### src/hw/rtl/pscm_pkg.sv
// ----------------------------------------------------------------------------
// Proximity stopwatch mode control package
// Shared types, constants and helper functions for the mode control block.
// ----------------------------------------------------------------------------
package pscm_pkg;

   // Field widths
   localparam int unsigned WidthUsW    = 15;
   localparam int unsigned DistW       = 18;
   localparam int unsigned NearW       = 8;
   localparam int unsigned FarW        = 10;
   localparam int unsigned CountW      = 16;
   localparam int unsigned ModeW       = 2;
   localparam int unsigned CsrDataW    = 16;
   localparam int unsigned CsrIndexW   = 2;
   localparam int unsigned FracW       = 8;

   // Half the speed of sound in cm/us, scaled by 2^24 (8 fraction bits
   // of the result and 16 bits dropped after the product).
   localparam int unsigned DistMulW    = 19;
   localparam logic [DistMulW-1:0] DistMul = 19'd285456;
   localparam int unsigned ProdW       = WidthUsW + DistMulW;

   // Register reset values
   localparam logic [NearW-1:0]  NearReset         = 8'd10;
   localparam logic [FarW-1:0]   FarReset          = 10'd50;
   localparam logic [CountW-1:0] StopLockoutReset  = 16'd40;
   localparam logic [CountW-1:0] MeterLockoutReset = 16'd40;

   // Register indexes on the configuration port
   typedef enum logic [CsrIndexW-1:0] {
      CSR_NEAR_CM       = 2'd0,
      CSR_FAR_CM        = 2'd1,
      CSR_STOP_LOCKOUT  = 2'd2,
      CSR_METER_LOCKOUT = 2'd3
   } csr_index_type;

   // Mode codes as seen on the result channel
   localparam logic [ModeW-1:0] ModeCodeIdle   = 2'd0;
   localparam logic [ModeW-1:0] ModeCodeTiming = 2'd1;
   localparam logic [ModeW-1:0] ModeCodeMeter  = 2'd2;

   // Run mode state, one-hot
   typedef enum logic [2:0] {
      RUN_IDLE   = 3'b001,
      RUN_TIMING = 3'b010,
      RUN_METER  = 3'b100
   } run_mode_type;

   // Configuration register set
   typedef struct packed {
      logic [NearW-1:0]  near_cm;
      logic [FarW-1:0]   far_cm;
      logic [CountW-1:0] stop_lockout;
      logic [CountW-1:0] meter_lockout;
   } cfg_type;

   // One result beat
   typedef struct packed {
      logic [DistW-1:0] distance_q8;
      logic [ModeW-1:0] mode;
      logic             mode_changed;
   } result_type;

   // Absolute difference of two counter values, taken without wrap.
   function automatic logic [CountW-1:0] abs_diff(input logic [CountW-1:0] a,
                                                  input logic [CountW-1:0] b);
      return (a >= b) ? (a - b) : (b - a);
   endfunction

   // Map the one-hot run mode to its result code.
   function automatic logic [ModeW-1:0] mode_code(input run_mode_type m);
      logic [ModeW-1:0] code;
      unique case (m)
         RUN_IDLE:   code = ModeCodeIdle;
         RUN_TIMING: code = ModeCodeTiming;
         RUN_METER:  code = ModeCodeMeter;
         default:    code = ModeCodeIdle;
      endcase
      return code;
   endfunction

endpackage

### src/hw/rtl/pscm_distance.sv
// ----------------------------------------------------------------------------
// Echo width to distance converter
// Scales the echo high time in microseconds to centimeters with 8 fraction
// bits by one constant multiplication and a fixed shift.
// ----------------------------------------------------------------------------
module pscm_distance (
   input  logic [pscm_pkg::WidthUsW-1:0] width_us,
   output logic [pscm_pkg::DistW-1:0]    distance_q8
);

   logic [pscm_pkg::ProdW-1:0] product;

   // The product of a 15-bit width and the 19-bit scale fits in 34 bits.
   assign product = pscm_pkg::ProdW'(width_us) * pscm_pkg::ProdW'(pscm_pkg::DistMul);

   // Drop 16 bits; the largest width still fits in the 18-bit result.
   assign distance_q8 = product[pscm_pkg::ProdW-1:16];

endmodule

### src/hw/rtl/pscm_mode_fsm.sv
// ----------------------------------------------------------------------------
// Mode state machine
// Holds the echo counter, the enable and disable stamps, the run mode and
// the last distance, and works out the result of each beat.
// ----------------------------------------------------------------------------
module pscm_mode_fsm (
   input  logic                       clock,
   input  logic                       reset,
   input  logic                       advance,
   input  logic                       echo_valid,
   input  logic [pscm_pkg::DistW-1:0] distance_q8,
   input  pscm_pkg::cfg_type          cfg,
   output pscm_pkg::result_type       result
);

   logic [pscm_pkg::CountW-1:0] echo_count_ff, echo_count_in;
   logic [pscm_pkg::CountW-1:0] enable_stamp_ff, enable_stamp_in;
   logic [pscm_pkg::CountW-1:0] disable_stamp_ff, disable_stamp_in;
   logic [pscm_pkg::DistW-1:0]  last_distance_ff, last_distance_in;
   pscm_pkg::run_mode_type      run_mode_ff, run_mode_in;

   logic [pscm_pkg::CountW-1:0] count_next;
   logic [pscm_pkg::DistW-1:0]  band_lo;
   logic [pscm_pkg::DistW-1:0]  band_hi;
   logic                        in_band;
   logic                        below_near;
   logic [pscm_pkg::CountW-1:0] en_step;
   logic [pscm_pkg::CountW-1:0] dis_step;
   pscm_pkg::run_mode_type      mode_step;
   pscm_pkg::run_mode_type      mode_final;
   logic [pscm_pkg::CountW-1:0] en_final;
   logic                        update;

   // Band bounds in the same fixed-point scale as the distance.
   assign band_lo    = {2'b00, cfg.near_cm, pscm_pkg::FracW'(0)};
   assign band_hi    = {cfg.far_cm, pscm_pkg::FracW'(0)};
   assign in_band    = (band_lo < distance_q8) && (distance_q8 < band_hi);
   assign below_near = distance_q8 < band_lo;
   assign count_next = echo_count_ff + 1'b1;

   // First decision: in the band, start timing from idle, or go back to idle from timing or meter mode.
   always_comb begin
      mode_step = run_mode_ff;
      en_step   = enable_stamp_ff;
      dis_step  = disable_stamp_ff;
      priority if (in_band && run_mode_ff == pscm_pkg::RUN_IDLE &&
                   pscm_pkg::abs_diff(count_next, disable_stamp_ff) > cfg.stop_lockout) begin
         mode_step = pscm_pkg::RUN_TIMING;
         en_step   = count_next;
      end else if (in_band && run_mode_ff != pscm_pkg::RUN_IDLE &&
                   pscm_pkg::abs_diff(count_next, enable_stamp_ff) > cfg.stop_lockout) begin
         mode_step = pscm_pkg::RUN_IDLE;
         dis_step  = count_next;
      end else begin
         // No toggle: the mode holds.
         mode_step = run_mode_ff;
      end
   end

   // Second decision: a closer hand starts meter mode from idle.
   always_comb begin
      mode_final = mode_step;
      en_final   = en_step;
      if (below_near && mode_step == pscm_pkg::RUN_IDLE &&
          pscm_pkg::abs_diff(count_next, dis_step) > cfg.meter_lockout) begin
         mode_final = pscm_pkg::RUN_METER;
         en_final   = count_next;
      end
   end

   // State moves only on a valid echo.
   assign update = advance && echo_valid;

   always_comb begin
      echo_count_in    = echo_count_ff;
      enable_stamp_in  = enable_stamp_ff;
      disable_stamp_in = disable_stamp_ff;
      run_mode_in      = run_mode_ff;
      last_distance_in = last_distance_ff;
      if (update) begin
         echo_count_in    = count_next;
         enable_stamp_in  = en_final;
         disable_stamp_in = dis_step;
         run_mode_in      = mode_final;
         last_distance_in = distance_q8;
      end
   end

   always_ff @(posedge clock) begin
      if (reset) begin
         echo_count_ff    <= '0;
         enable_stamp_ff  <= '0;
         disable_stamp_ff <= '0;
         run_mode_ff      <= pscm_pkg::RUN_IDLE;
         last_distance_ff <= '0;
      end else begin
         echo_count_ff    <= echo_count_in;
         enable_stamp_ff  <= enable_stamp_in;
         disable_stamp_ff <= disable_stamp_in;
         run_mode_ff      <= run_mode_in;
         last_distance_ff <= last_distance_in;
      end
   end

   // Result of the beat in flight; an invalid echo repeats the old values.
   always_comb begin
      result.distance_q8  = echo_valid ? distance_q8 : last_distance_ff;
      result.mode         = pscm_pkg::mode_code(echo_valid ? mode_final : run_mode_ff);
      result.mode_changed = echo_valid && (mode_final != run_mode_ff);
   end

endmodule

### src/hw/rtl/proximity_stopwatch_mode_control_unit.sv
// ----------------------------------------------------------------------------
// Proximity stopwatch mode control unit
// Each request beat is registered in the input register, its result in the
// result register. Throughput: one beat per cycle when the result channel does
// not stall; the mode state updates as each valid echo moves to the result register.
// Input and result registers part the two channels; while a result waits, one
// more request is held in the input register. Synchronous active-high reset
// clears the mode state, counters and stamps, and loads the register defaults.
// ----------------------------------------------------------------------------
module proximity_stopwatch_mode_control_unit (
   input  logic                          clock,
   input  logic                          reset,
   // Request channel
   input  logic                          req_valid,
   output logic                          req_stall,
   input  logic                          req_echo_valid,
   input  logic [pscm_pkg::WidthUsW-1:0] req_echo_width_us,
   // Result channel
   output logic                          rsp_valid,
   input  logic                          rsp_stall,
   output logic [pscm_pkg::DistW-1:0]    rsp_distance_q8,
   output logic [pscm_pkg::ModeW-1:0]    rsp_mode,
   output logic                          rsp_mode_changed,
   // Configuration port
   input  logic                          csr_write_en,
   input  logic [pscm_pkg::CsrIndexW-1:0] csr_index,
   input  logic [pscm_pkg::CsrDataW-1:0] csr_write_data
);

   pscm_pkg::cfg_type            cfg_ff, cfg_in;

   logic                          in_vld_ff, in_vld_in;
   logic                          in_echo_valid_ff;
   logic [pscm_pkg::WidthUsW-1:0] in_width_ff;

   logic                          out_vld_ff, out_vld_in;
   pscm_pkg::result_type          out_ff;

   logic                          req_take;
   logic                          out_load;
   logic                          advance;
   logic [pscm_pkg::DistW-1:0]    distance_q8;
   pscm_pkg::result_type          result;

   // Configuration register writes.
   always_comb begin
      cfg_in = cfg_ff;
      if (csr_write_en) begin
         unique case (pscm_pkg::csr_index_type'(csr_index))
            pscm_pkg::CSR_NEAR_CM:
               cfg_in.near_cm = csr_write_data[pscm_pkg::NearW-1:0];
            pscm_pkg::CSR_FAR_CM:
               cfg_in.far_cm = csr_write_data[pscm_pkg::FarW-1:0];
            pscm_pkg::CSR_STOP_LOCKOUT:
               cfg_in.stop_lockout = csr_write_data[pscm_pkg::CountW-1:0];
            pscm_pkg::CSR_METER_LOCKOUT:
               cfg_in.meter_lockout = csr_write_data[pscm_pkg::CountW-1:0];
            default: cfg_in = cfg_ff;
         endcase
      end
   end

   always_ff @(posedge clock) begin
      if (reset) begin
         cfg_ff.near_cm       <= pscm_pkg::NearReset;
         cfg_ff.far_cm        <= pscm_pkg::FarReset;
         cfg_ff.stop_lockout  <= pscm_pkg::StopLockoutReset;
         cfg_ff.meter_lockout <= pscm_pkg::MeterLockoutReset;
      end else begin
         cfg_ff <= cfg_in;
      end
   end

   // Handshake: the result register loads when empty or being drained, and
   // the input register moves its beat on whenever the result register loads.
   assign out_load  = !out_vld_ff || !rsp_stall;
   assign advance   = in_vld_ff && out_load;
   assign req_stall = in_vld_ff && !out_load;
   assign req_take  = req_valid && !req_stall;

   assign in_vld_in  = req_take ? 1'b1 : (advance ? 1'b0 : in_vld_ff);
   assign out_vld_in = out_load ? advance : out_vld_ff;

   always_ff @(posedge clock) begin
      if (reset) begin
         in_vld_ff  <= 1'b0;
         out_vld_ff <= 1'b0;
      end else begin
         in_vld_ff  <= in_vld_in;
         out_vld_ff <= out_vld_in;
      end
   end

   // Input payload register.
   always_ff @(posedge clock) begin
      if (req_take) begin
         in_echo_valid_ff <= req_echo_valid;
         in_width_ff      <= req_echo_width_us;
      end
   end

   pscm_distance u_distance (
      .width_us    (in_width_ff),
      .distance_q8 (distance_q8)
   );

   pscm_mode_fsm u_mode_fsm (
      .clock       (clock),
      .reset       (reset),
      .advance     (advance),
      .echo_valid  (in_echo_valid_ff),
      .distance_q8 (distance_q8),
      .cfg         (cfg_ff),
      .result      (result)
   );

   // Result payload register.
   always_ff @(posedge clock) begin
      if (advance) begin
         out_ff <= result;
      end
   end

   assign rsp_valid        = out_vld_ff;
   assign rsp_distance_q8  = out_ff.distance_q8;
   assign rsp_mode         = out_ff.mode;
   assign rsp_mode_changed = out_ff.mode_changed;

endmodule
### config.mk
export PLATFORM = sky130hd
export DESIGN_NAME = proximity_stopwatch_mode_control_unit
export DESIGN_NICKNAME = d
export VERILOG_FILES = /design/src/hw/rtl/pscm_pkg.sv /design/src/hw/rtl/pscm_distance.sv /design/src/hw/rtl/pscm_mode_fsm.sv /design/src/hw/rtl/proximity_stopwatch_mode_control_unit.sv
export SDC_FILE = /design/constraint.sdc
export NUM_CORES = 1
export LEC_CHECK = 0
export BUFFER_PORTS_ARGS = -buffer_cell sky130_fd_sc_hd__buf_2
export CAP_MARGIN = 20
export CORE_UTILIZATION = 30
export CTS_CLUSTER_DIAMETER = 120
export DETAILED_ROUTE_END_ITERATION = 8
export PLACE_DENSITY = 0.52
export SYNTH_ARGS = -nofsm -noshare
export SYNTH_HDL_FRONTEND = slang
export SYNTH_SLANG_ARGS = --single-unit
### constraint.sdc
create_clock -name clock -period 11.9 [get_ports clock]
set_clock_uncertainty 0.15 [all_clocks]
set_input_delay 0.595 -clock clock [delete_from_list [all_inputs] [get_ports clock]]
set_output_delay 0.595 -clock clock [all_outputs]
set_load 0.05 [all_outputs]
# Yosys cells after proc, flatten, opt, wreduce, memory -nomap -nowiden
# Cells that the tools add are included.
[word_totals]
input_bits = 39
word_cells = 82
regBits = 158
[op_classes]
n_reduce_logical = 25
mux = 15
add_sub_neg = 7
eq_ne = 9
n_mul = 1
n_lt_le_gt_ge = 9
[op_table]
columns = ["operator", "count"]
rows = [
  ["2-to-1 mux 16 bit", 7],
  ["subtractor 16 bit", 6],
  [">= comparator 16 bit", 3],
  ["greater-than comparator 16 bit", 3],
  ["multiplier 15 x 15 -> 30 bit, second input constant", 1],
  ["< comparator 16 x 18 -> 1 bit", 1],
  ["< comparator 18 x 16 -> 1 bit", 1],
  ["< comparator 18 bit", 1],
  ["2-to-1 mux 18 bit", 1],
  ["adder 16 x 1 -> 16 bit, second input constant", 1],
  ["logical AND 1 bit", 12],
  ["2-to-1 mux 3 bit", 4],
  ["AND reduction 2 bit", 5],
  ["equality test 3 x 1 -> 1 bit, second input constant", 2],
  ["equality test 2 bit, second input constant", 2],
  ["logical NOT 1 bit", 4],
  ["case mux 2 bit (2 select lines)", 1],
  ["nonzero test 2 bit", 2],
  ["equality test 3 x 2 -> 1 bit, second input constant", 1],
  ["equality test 3 bit, second input constant", 1],
  ["inequality test 3 x 1 -> 1 bit, second input constant", 1],
  ["inequality test 3 bit", 1],
  ["equality test 2 x 1 -> 1 bit, second input constant", 1],
  ["logical NOT 2 bit", 1],
  ["2 further kinds", 3],
]

# Longest topological paths before layout
# Gate-level depths: netlist of the first run.
[depth]
ltp_word = 15
ltp_mapped = 58
mapped_depth_nobuf = 53

# Cells and area by module
# Synthesis of the first run repeated with hierarchy kept, for this count alone.
[hier_totals]
cells_unflattened = 1834
hier_area_um2 = 15950.3
[modules_own_cells]
columns = ["mod", "seq_area_each_um2", "area_per_inst_um2", "instances", "cells_each"]
rows = [
  ["pscm_mode_fsm", 1381.3, 9161.3, 1, 1219],
  ["pscm_distance", 0.0, 3570.9, 1, 380],
  ["proximity_stopwatch_mode_control_unit", 2152.1, 3218.1, 1, 235],
]

# Worst setup path before layout of the first run
# OpenSTA, ideal clock, no wires.
[synth_timing]
path_kind = "register to register"
from = "reg in_width_ff[6] (netlist bit)"
to = "reg out_ff, in the netlist rsp_mode[0] (data pin)"
n_path_buf = 2
slack_ns = -0.270
required_time_ns = 11.570
stages_incl_launch_ff = 51
arrival_ns = 11.840
synth_period_minus_slack_ns = 12.170
cell_sequence = "edfxtp_1 > ha_1 > xor2_1 > ha_1 > inv_1 > fa_1 > fa_1 > inv_1 > fa_1 > ha_1 > ha_1 > and4_1 > a221oi_4 > o21ai_1 > o21ai_0 > a21boi_0 > o21a_1 > o21a_1 > [... 15 more ...] > a21oi_1 > o21ba_2 > o21ai_0 > o21ai_1 > clkbuf_1 > nand3_1 > a31oi_1 > xnor2_1 > ha_1 > nand3_1 > nor3_1 > nand3_1 > a211o_1 > o211a_1 > or4_1 > nor3_1 > o21ai_0 > a221oi_1"
[synth_rtl]
columns = ["element", "line", "text"]
rows = [
  ["start: declaration", "proximity_stopwatch_mode_control_unit.sv:34", "logic [pscm_pkg::WidthUsW-1:0] in_width_ff;"],
  ["start signal: assignment", "proximity_stopwatch_mode_control_unit.sv:98", "in_width_ff <= req_echo_width_us;"],
  ["end signal: assignment", "proximity_stopwatch_mode_control_unit.sv:120", "out_ff <= result;"],
  ["end: declaration", "proximity_stopwatch_mode_control_unit.sv:37", "pscm_pkg::result_type out_ff;"],
]

# Final worst setup path of the first run
[layout_timing]
from = "reg in_width_ff[9] (netlist bit)"
to = "reg u_mode_fsm.enable_stamp_ff[4] (netlist bit)"
[layout_via]
elab_chain_len = 13
elab_cells_between_ends = 24
cone_classes = "2 x add/sub; 1 x mul; 5 x order compare; 1 x eq/ne; 6 x mux; 9 x reduce/logical"
[layout_lines]
columns = ["element", "line", "text"]
rows = [
  ["multiplier 15 x 15 -> 30 bit (*)", "pscm_distance.sv:14", "assign product = pscm_pkg::ProdW'(width_us) * pscm_pkg::ProdW'(pscm_pkg::DistMul);"],
  ["via distance_q8 (one bit)", "proximity_stopwatch_mode_control_unit.sv:42", "logic [pscm_pkg::DistW-1:0] distance_q8;"],
  ["< comparator 16 x 18 -> 1 bit or < comparator 18 bit (tied branches)", "pscm_mode_fsm.sv:37", "assign in_band = (band_lo < distance_q8) && (distance_q8 < band_hi);"],
  ["logical AND 1 bit", "pscm_mode_fsm.sv:37", ""],
  ["logical AND 1 bit (2 in a row)", "pscm_mode_fsm.sv:50", "end else if (in_band && run_mode_ff != pscm_pkg::RUN_IDLE &&"],
  ["2-to-1 mux 16 bit", "pscm_mode_fsm.sv:50", ""],
  ["2-to-1 mux 16 bit", "pscm_mode_fsm.sv:46", "priority if (in_band && run_mode_ff == pscm_pkg::RUN_IDLE &&"],
  ["subtractor 16 bit or >= comparator 16 bit (tied branches)", "pscm_pkg.sv:68", "return (a >= b) ? (a - b) : (b - a);"],
  ["2-to-1 mux 16 bit", "pscm_pkg.sv:68", ""],
  ["greater-than comparator 16 bit", "pscm_mode_fsm.sv:65", "pscm_pkg::abs_diff(count_next, dis_step) > cfg.meter_lockout) begin"],
  ["logical AND 1 bit", "pscm_mode_fsm.sv:64", "if (below_near && mode_step == pscm_pkg::RUN_IDLE &&"],
  ["nonzero test 2 bit (no line)", "--", ""],
  ["AND reduction 2 bit (no line)", "--", ""],
  ["end signal: assignment", "pscm_mode_fsm.sv:98", "enable_stamp_ff <= enable_stamp_in;"],
  ["end: declaration", "pscm_mode_fsm.sv:17", "logic [pscm_pkg::CountW-1:0] enable_stamp_ff, enable_stamp_in;"],
]
# The timed path passes the listed nets; every way through them passes the cells marked *.
# A chain may end at the register's enable or synchronous reset.

==> out/results.ini, run 1 <==
[logic_synthesis]
synthCells=1856
avgSynthCellArea_sq_um=8.55
synth_compound_area_share_pct=19.7
synth-xor-area-share_pct=4.31
yosys_most_used_dff=dfxtp_1
netlist_area_sq_mm=0.0159
synth_edf_count=37
synth_top_family_by_area=adder cells
ys_ff_latch=158
synth_seq_area_share_pct=22.3
synth-simple-area-share_pct=13.3
ys_warn_count=0
synthMuxAreaShare_pct=4.63
synthesis.nets=2222
synthArstFlopShare_pct=0
ys_types=76
synthAdderAreaFrac_pct=28.6

[run_status]
status=finished with violations
violations=setup timing

[setup_path]
rr_startpoint=in_width_ff[9]
critPathMaxStageDelay_ns=0.56
worstPathArrival_ns=12.21
crit_path_end_kind=flop
cp_max_fo=6
ff2ff_setup_slack_ns=-0.06
cp_data_required_time_ns=12.15
startpoint=in_width_ff[9]
cp_slowest_cell=fa_2
crit_path_frequent_cell=ha_4
start_kind=flop
worstRegToRegCells=50
cp-endpoint=u_mode_fsm.enable_stamp_ff[4]
criticalPathCategory=reg -> reg
regToRegEndpoint=u_mode_fsm.enable_stamp_ff[4]

[timing]
slew_headroom_pct=29.2
final.period_utilization_pct=101
layout_setup_ws_ns=-0.0615
tns_ns=-0.495
slew_violations=0
max_freq_mhz=83.6
rsz0062_at_grt=yes
hold_slack_ns=0.128
tightest_slew_ns=1.06
hold_violations=0
final.min_clock_period_ns=11.96
setup_viol=12

[cells_and_area]
final_cell_mix=240 x ha_1, 235 x buf_4, 220 x inv_1
fillers=5230
syn_to_final_growth_pct=26.5
nets=2476
layout-drive-gt1-share_pct=23.6
final_cells=2803
final_area_sq_mm=0.0201
antennaDiodeCount=0
final_common_cell=ha_1

[job]
cap_violations=0

[placed_design]
pre_cts_ws_ns=-0.717
portBuffers=61
detailed_place_hpwl_mm=37.3
dpl-instance-area_sq_mm=0.0183
dp.cells=2729
routabilityCongestion=0.865

[global_route]
grt_antenna_before_repair=1
grt_pass1_wl_mm=75.0
grt_pass1_vias=13875
grt_max_degree=79
track_usage_pct=17.9
overflow=0

[route]
dr_total_vias=13918
initialDrtViolationCount=696
dr.pass1.iters=8
wl_mm=47.8
wire_per_inst_um=17.0
antenna_left=0
drc=0
drt-vias-per-instance=4.97

[cts]
clkLatencyLatePin_ns=0.49
cts-htree-levels=4
clk_pin_slew_ns=0.07
clockBufferDepth=2
cts.sinks=158
cts_root_buf=clkbuf_16
ctsHoldBuffers=0
cts_tree=yes
numCtsBuffers=17

[die]
rows=83
start_util_pct=30.6
fp.dieH_um=232
coreArea_sq_mm=0.0518
die_area_sq_mm=0.0538
pin_count=62
die_w_um=232

[pwr]
power.leakage_nw=9.32
peakVddDrop_uv=166
power_density_mw_per_mm2=223

[hold_path]
hold_class=in -> reg
min_path_cells=1

## critical path, delay by kind of cell, from the launching register on
kind | cells | cell delay [ns]
buffers and inverters | 7 | 0.86
adder cells (fa/ha/maj) | 10 | 3.69
AO/OA/AOI/OAI | 21 | 4.01
multiplexers | 1 | 0.23
flip-flops | 1 | 0.50
XOR/XNOR | 1 | 0.15
AND/OR/NAND/NOR | 10 | 2.30
## power breakdown
group,internal [mW],switching (mW)
Sequential,0.630,0.0298
Combinational,1.53,1.69
Clock,0.317,0.270
## state kept, by name, indices dropped and copies added (netlist names)
name and cells:
rsp_distance_q8 18, cfg_ff 50, rsp_mode_changed 1, rsp_valid 1, in_width_ff 15, in_vld_ff 1, u_mode_fsm.echo_count_ff 16, rsp_mode 2
u_mode_fsm.last_distance_ff 18, u_mode_fsm.disable_stamp_ff 16, in_echo_valid_ff 1, u_mode_fsm.enable_stamp_ff 16, u_mode_fsm.run_mode_ff 3
## kinds of logic (layout without fill, tap and decap cells)
family          after synthesis  count (layout)
fa+ha+maj                   327             327
mux                          70              70
compound gates              478             478
simple gates                449             449
flops                       158             158
buf+inv                     296             563
xor+xnor                     78              78
## per-stage QoR
stage	util [%]	power [mW]
after detailed placement	35.3	3.48
after floorplan	-	2.47
final	38.7	4.47
after CTS	37.4	4.24
after global routing	38.7	4.86
after global placement	35.3	3.46
## routing by layer
layer / track usage (%) / routed length (um) / vias up
met5: 0 / 0 / -
met2: 27.4 / 21000 / 215
li1: - / - / 6988
met3: 2.01 / 1340 / 45
met1: 25.8 / 24500 / 6670
met4: 6.39 / 921 / 0
## what timing repair did
item                                    in CTS  in global routing
gates cloned                                 2                  1
setup buffers                               21                 18
pin swaps                                   33                 87
resized for setup                           54                 96
endpoints found under the setup margin      21                 21
## area by class of cell
type                    count  area (sq um)  area share [%]
inverters                 223           837            4.17
well taps                 680           851            4.24
multi-input cells        1402         12000            59.7
repair buffers            308          2270            11.3
flip-flops and latches    158          3530            17.6
clock inverters            14           170           0.848
clock buffers              18           429            2.14
## Yosys cell counts (9+ instances only)
library cell  instances  area share [%]
edfxtp_1             37             7.0
nand3_1              26            0.82
xor2_1               38             2.1
a21o_1               74             3.5
o21a_1               18            0.85
nand2b_1             11            0.43
dfxtp_1             121              15
a21oi_1             178             5.6
a31oi_1              11            0.43
xnor2_1              40             2.2
o21ai_1              11            0.35
nand2_1             170             4.0
nand4_1              24            0.95
nor2b_1              18            0.71
and2_1               11            0.43
and3_1               13            0.51
ha_1                268              21
nor3_1               14            0.44
nor2_1              110             2.6
or3_1                20            0.79
a211o_1              13            0.72
mux2i_1              43             2.7
a221oi_1              9            0.50
mux2_2               27             1.9
clkbuf_1             59             1.4
o21ai_0              69             2.2
a211oi_1             13            0.62
inv_1               223             5.3
fa_1                 59             7.4
## how the worst min path moves through the flow
stage / endpoint / slack, ns / from
final: in_width_ff[4] / 0.13 / req_echo_width_us[4]
after global routing: in_width_ff[4] / 0.11 / req_echo_width_us[4]
after CTS: in_width_ff[4] / 0.09 / req_echo_width_us[4]
after detailed placement: u_mode_fsm.last_distance_ff[17] / 0.29 / u_mode_fsm.last_distance_ff[17]
after global placement: u_mode_fsm.last_distance_ff[1] / 0.29 / u_mode_fsm.last_distance_ff[1]
after floorplan: u_mode_fsm.last_distance_ff[0] / 0.28 / u_mode_fsm.last_distance_ff[0]
Note: power is estimated with default switching activity, not from simulation.
==> inputs of run 2 (changes only) <==
--- a/config.mk
+++ b/config.mk
@@ -5,12 +5,12 @@
 export SDC_FILE = /design/constraint.sdc
 export NUM_CORES = 1
 export LEC_CHECK = 0
+export ABC_AREA = 1
 export BUFFER_PORTS_ARGS = -buffer_cell sky130_fd_sc_hd__buf_2
 export CAP_MARGIN = 20
 export CORE_UTILIZATION = 30
 export CTS_CLUSTER_DIAMETER = 120
 export DETAILED_ROUTE_END_ITERATION = 8
-export PLACE_DENSITY = 0.52
 export SYNTH_ARGS = -nofsm -noshare
 export SYNTH_HDL_FRONTEND = slang
 export SYNTH_SLANG_ARGS = --single-unit
==> run 2 against run 1 <==
The run now ends clean; critical path depth rose by 8; worst setup slack better by 0.89 ns; sequential power hardly changed; die area up 0.74%; sequential share of layout area grew 1.9 points.
==> out/results.ini, run 2 <==
[cts]
clockBufferDepth=2  ; unchanged
cts-htree-levels=4  ; unchanged
clk_pin_slew_ns=0.07  ; about the same
cts_tree=yes  ; unchanged
clkLatencyLatePin_ns=0.45  ; was 0.49 ns
cts.sinks=158  ; unchanged
numCtsBuffers=17  ; unchanged
cts_root_buf=clkbuf_16  ; unchanged

[logic_synthesis]
avgSynthCellArea_sq_um=7.37  ; was 8.55 sq um
ys_types=53  ; was 76
synthesis.nets=2535  ; was 2222
synthCells=2169  ; was 1856
synth_most_common_cell=inv_1  ; was ha_1
netlist_top_cells_count=412 x inv_1, 381 x nand2_1, 268 x ha_1  ; was 268 x ha_1, 223 x inv_1, 178 x a21oi_1
synthArstFlopShare_pct=0  ; unchanged
yosys_most_used_dff=dfxtp_1  ; unchanged
ys_warn_count=0  ; unchanged
synth_edf_count=37  ; unchanged
yosysTopAreaCellShare_pct=21.0  ; was 21.1%
ys_ff_latch=158  ; unchanged
yosysTopAreaCell=ha_1  ; unchanged
netlist_area_sq_mm=0.0160  ; was 0.0159 sq mm
synth.area.top_cells=ha_1 21%, dfxtp_1 15%, inv_1 9.7%  ; was ha_1 21%, dfxtp_1 15%, fa_1 7.4%
synth_seq_area_share_pct=22.1  ; was 22.3%

[cells_and_area]
fillers=5618  ; was 5230
regMostFlops=cfg_ff  ; unchanged
syn_to_final_growth_pct=13.4  ; was 26.5%
layout-drive-gt1-share_pct=8.69  ; was 23.6%
multi_input_area_sq_mm=0.0107  ; was 0.0120 sq mm
ff_latch_area_sq_mm=0.00353  ; about the same
nets=2631  ; was 2476
final_area_sq_mm=0.0181  ; was 0.0201 sq mm
largest_register_ffs=50  ; unchanged
antennaDiodeCount=0  ; unchanged
final_cell_mix=411 x inv_1, 380 x nand2_1, 268 x ha_1  ; was 240 x ha_1, 235 x buf_4, 220 x inv_1
final_cells=2966  ; was 2803
final_common_cell=inv_1  ; was ha_1

[timing]
slew_headroom_pct=43.6  ; was 29.2%
final.min_clock_period_ns=11.07  ; was 11.96 ns
tns_ns=0  ; was -0.495 ns
hold_violations=0  ; unchanged
rsz0062_at_grt=no  ; was yes
tightest_slew_ns=0.843  ; was 1.06 ns
setup_viol=0  ; was 12
max_freq_mhz=90.3  ; was 83.6 MHz
final.period_utilization_pct=93.0  ; was 101%
slew_violations=0  ; unchanged

[die]
die_w_um=233  ; was 232 um
coreArea_sq_mm=0.0526  ; was 0.0518 sq mm
start_util_pct=30.4  ; was 30.6%
rows=84  ; was 83
die_area_sq_mm=0.0542  ; was 0.0538 sq mm
fp.dieH_um=233  ; was 232 um
pin_count=62  ; unchanged

[placed_design]
dp.cells=2926  ; was 2729
portBuffers=61  ; unchanged
dpl-instance-area_sq_mm=0.0174  ; was 0.0183 sq mm
routabilityCongestion=0.929  ; was 0.865
detailed_place_hpwl_mm=38.6  ; was 37.3 mm

[pwr]
p_total_mw=4.87  ; was 4.47 mW
power.leakage_nw=9.17  ; was 9.32 nW
power_density_mw_per_mm2=269  ; was 223 mW/mm^2
peakVddDrop_uv=126  ; was 166 uV

[setup_path]
regToRegEndpoint=u_mode_fsm.enable_stamp_ff[5]  ; was u_mode_fsm.enable_stamp_ff[4]
ff2ff_setup_slack_ns=0.83  ; was -0.06 ns
worstRegToRegCells=58  ; was 50
crit_path_frequent_cell=nand2_1  ; was ha_4
cp_max_fo=20  ; was 6
critPathMaxStageDelay_ns=0.53  ; was 0.56 ns
rr_startpoint=in_width_ff[8]  ; was in_width_ff[9]
crit_buf_inv=9  ; was 7
worstPathArrival_ns=11.30  ; was 12.21 ns
crit_family=adder cells  ; was compound AO/OA/AOI/OAI gates
crit_path_end_kind=flop  ; unchanged
cp_data_required_time_ns=12.13  ; was 12.15 ns
criticalPathCategory=reg -> reg  ; unchanged
cp_slowest_cell=fa_1  ; was fa_2
start_kind=flop  ; unchanged

[global_route]
grt_max_degree=65  ; was 79
grt_pass1_wl_mm=74.5  ; was 75.0 mm
track_usage_pct=17.5  ; was 17.9%
grt_pass1_vias=14496  ; was 13875
overflow=0  ; unchanged
grt_antenna_before_repair=1  ; unchanged

[route]
initialDrtViolationCount=861  ; was 696
dr.pass1.iters=6  ; was 8
drc=0  ; unchanged
wire_per_inst_um=15.6  ; was 17.0 um
antenna_left=0  ; unchanged
dr_total_vias=14360  ; was 13918
drt-vias-per-instance=4.84  ; was 4.97
wl_mm=46.3  ; was 47.8 mm

[hold_path]
whs_endpoint=in_width_ff[9]  ; was in_width_ff[4]
min_from=req_echo_width_us[9]  ; was req_echo_width_us[4]
hold_class=in -> reg  ; unchanged
min_path_cells=1  ; unchanged

[run_status]
status=complete, no violations  ; was finished with violations

[job]
cap_violations=0  ; unchanged

[run 2: cell types whose count changed after synthesis, sizes merged, moves of 36 or more]
cell   previous run  this run
inv             223       419
mux2i            43         7
a21oi           181       228
a21o             74         7
nand3            26        64
nand2           170       386
o21ai            81       204
[run 2: report_power, final]
group	switching (mW)	internal, mW
clock	0.245	0.358
sequential	0.0312	0.630
combinational	2.26	1.34
total	2.54	2.33
[run 2: worst max path at each step]
stage	start	endpoint	slack, ns	cells past startpoint
after CTS	in_width_ff[10]	rsp_mode[1]	0.48	60
after floorplan	in_width_ff[8]	u_mode_fsm.enable_stamp_ff[13]	1.80	62
after detailed placement	in_width_ff[10]	rsp_mode[1]	0.54	60
after global placement	in_width_ff[10]	rsp_mode[1]	0.73	61
final	in_width_ff[8]	u_mode_fsm.enable_stamp_ff[5]	0.83	58
after global routing	in_width_ff[9]	u_mode_fsm.enable_stamp_ff[7]	0.01	63
[run 2: per-stage QoR]
stage | util (%) | setup slack [ns] | hold WS (ns)
finish | 34.5 | 0.831 | 0.171
detailed placement | 33.2 | 0.539 | 0.302
CTS | 34.4 | 0.481 | 0.137
floorplan | - | 1.80 | 0.285
global route | 34.5 | 0.0145 | 0.140
global placement | 33.1 | 0.731 | 0.298
[run 2: cell type report]
type                            count  share of cell area (%)
Clock buffer                       19                    2.44
Clock inverter                     13                    1.02
Inverter                          421                    8.72
Multi-Input combinational cell   1539                    58.9
Sequential cell                   158                    19.5
Tap cell                          688                    4.75
Timing Repair Buffer              128                    4.67
[run 2: what timing repair did]
action	CTS	global route
endpoints found under the hold margin	0	0
setup endpoints to repair	0	21
gates resized for setup	0	9
setup buffers	0	8
hold buffers	0	0
[run 2: routing by layer]
layer  wire length, um  GRT usage (%)  vias up
li1                  -              -     7298
met1             21900           22.8     6663
met2             21100           29.3      327
met3              2070           2.33       72
met4              1170           6.27        0
met5                 0              0        -
[run 2: cell families after synthesis]
kind of cell    count (synthesis)  synth area share (%)
buf+inv                       472                  11.2
fa+ha+maj                     327                  28.4
mux                             7                 0.438
simple gates                  621                  16.4
compound gates                519                  17.9
xor+xnor                       65                  3.56
flops                         158                  22.1
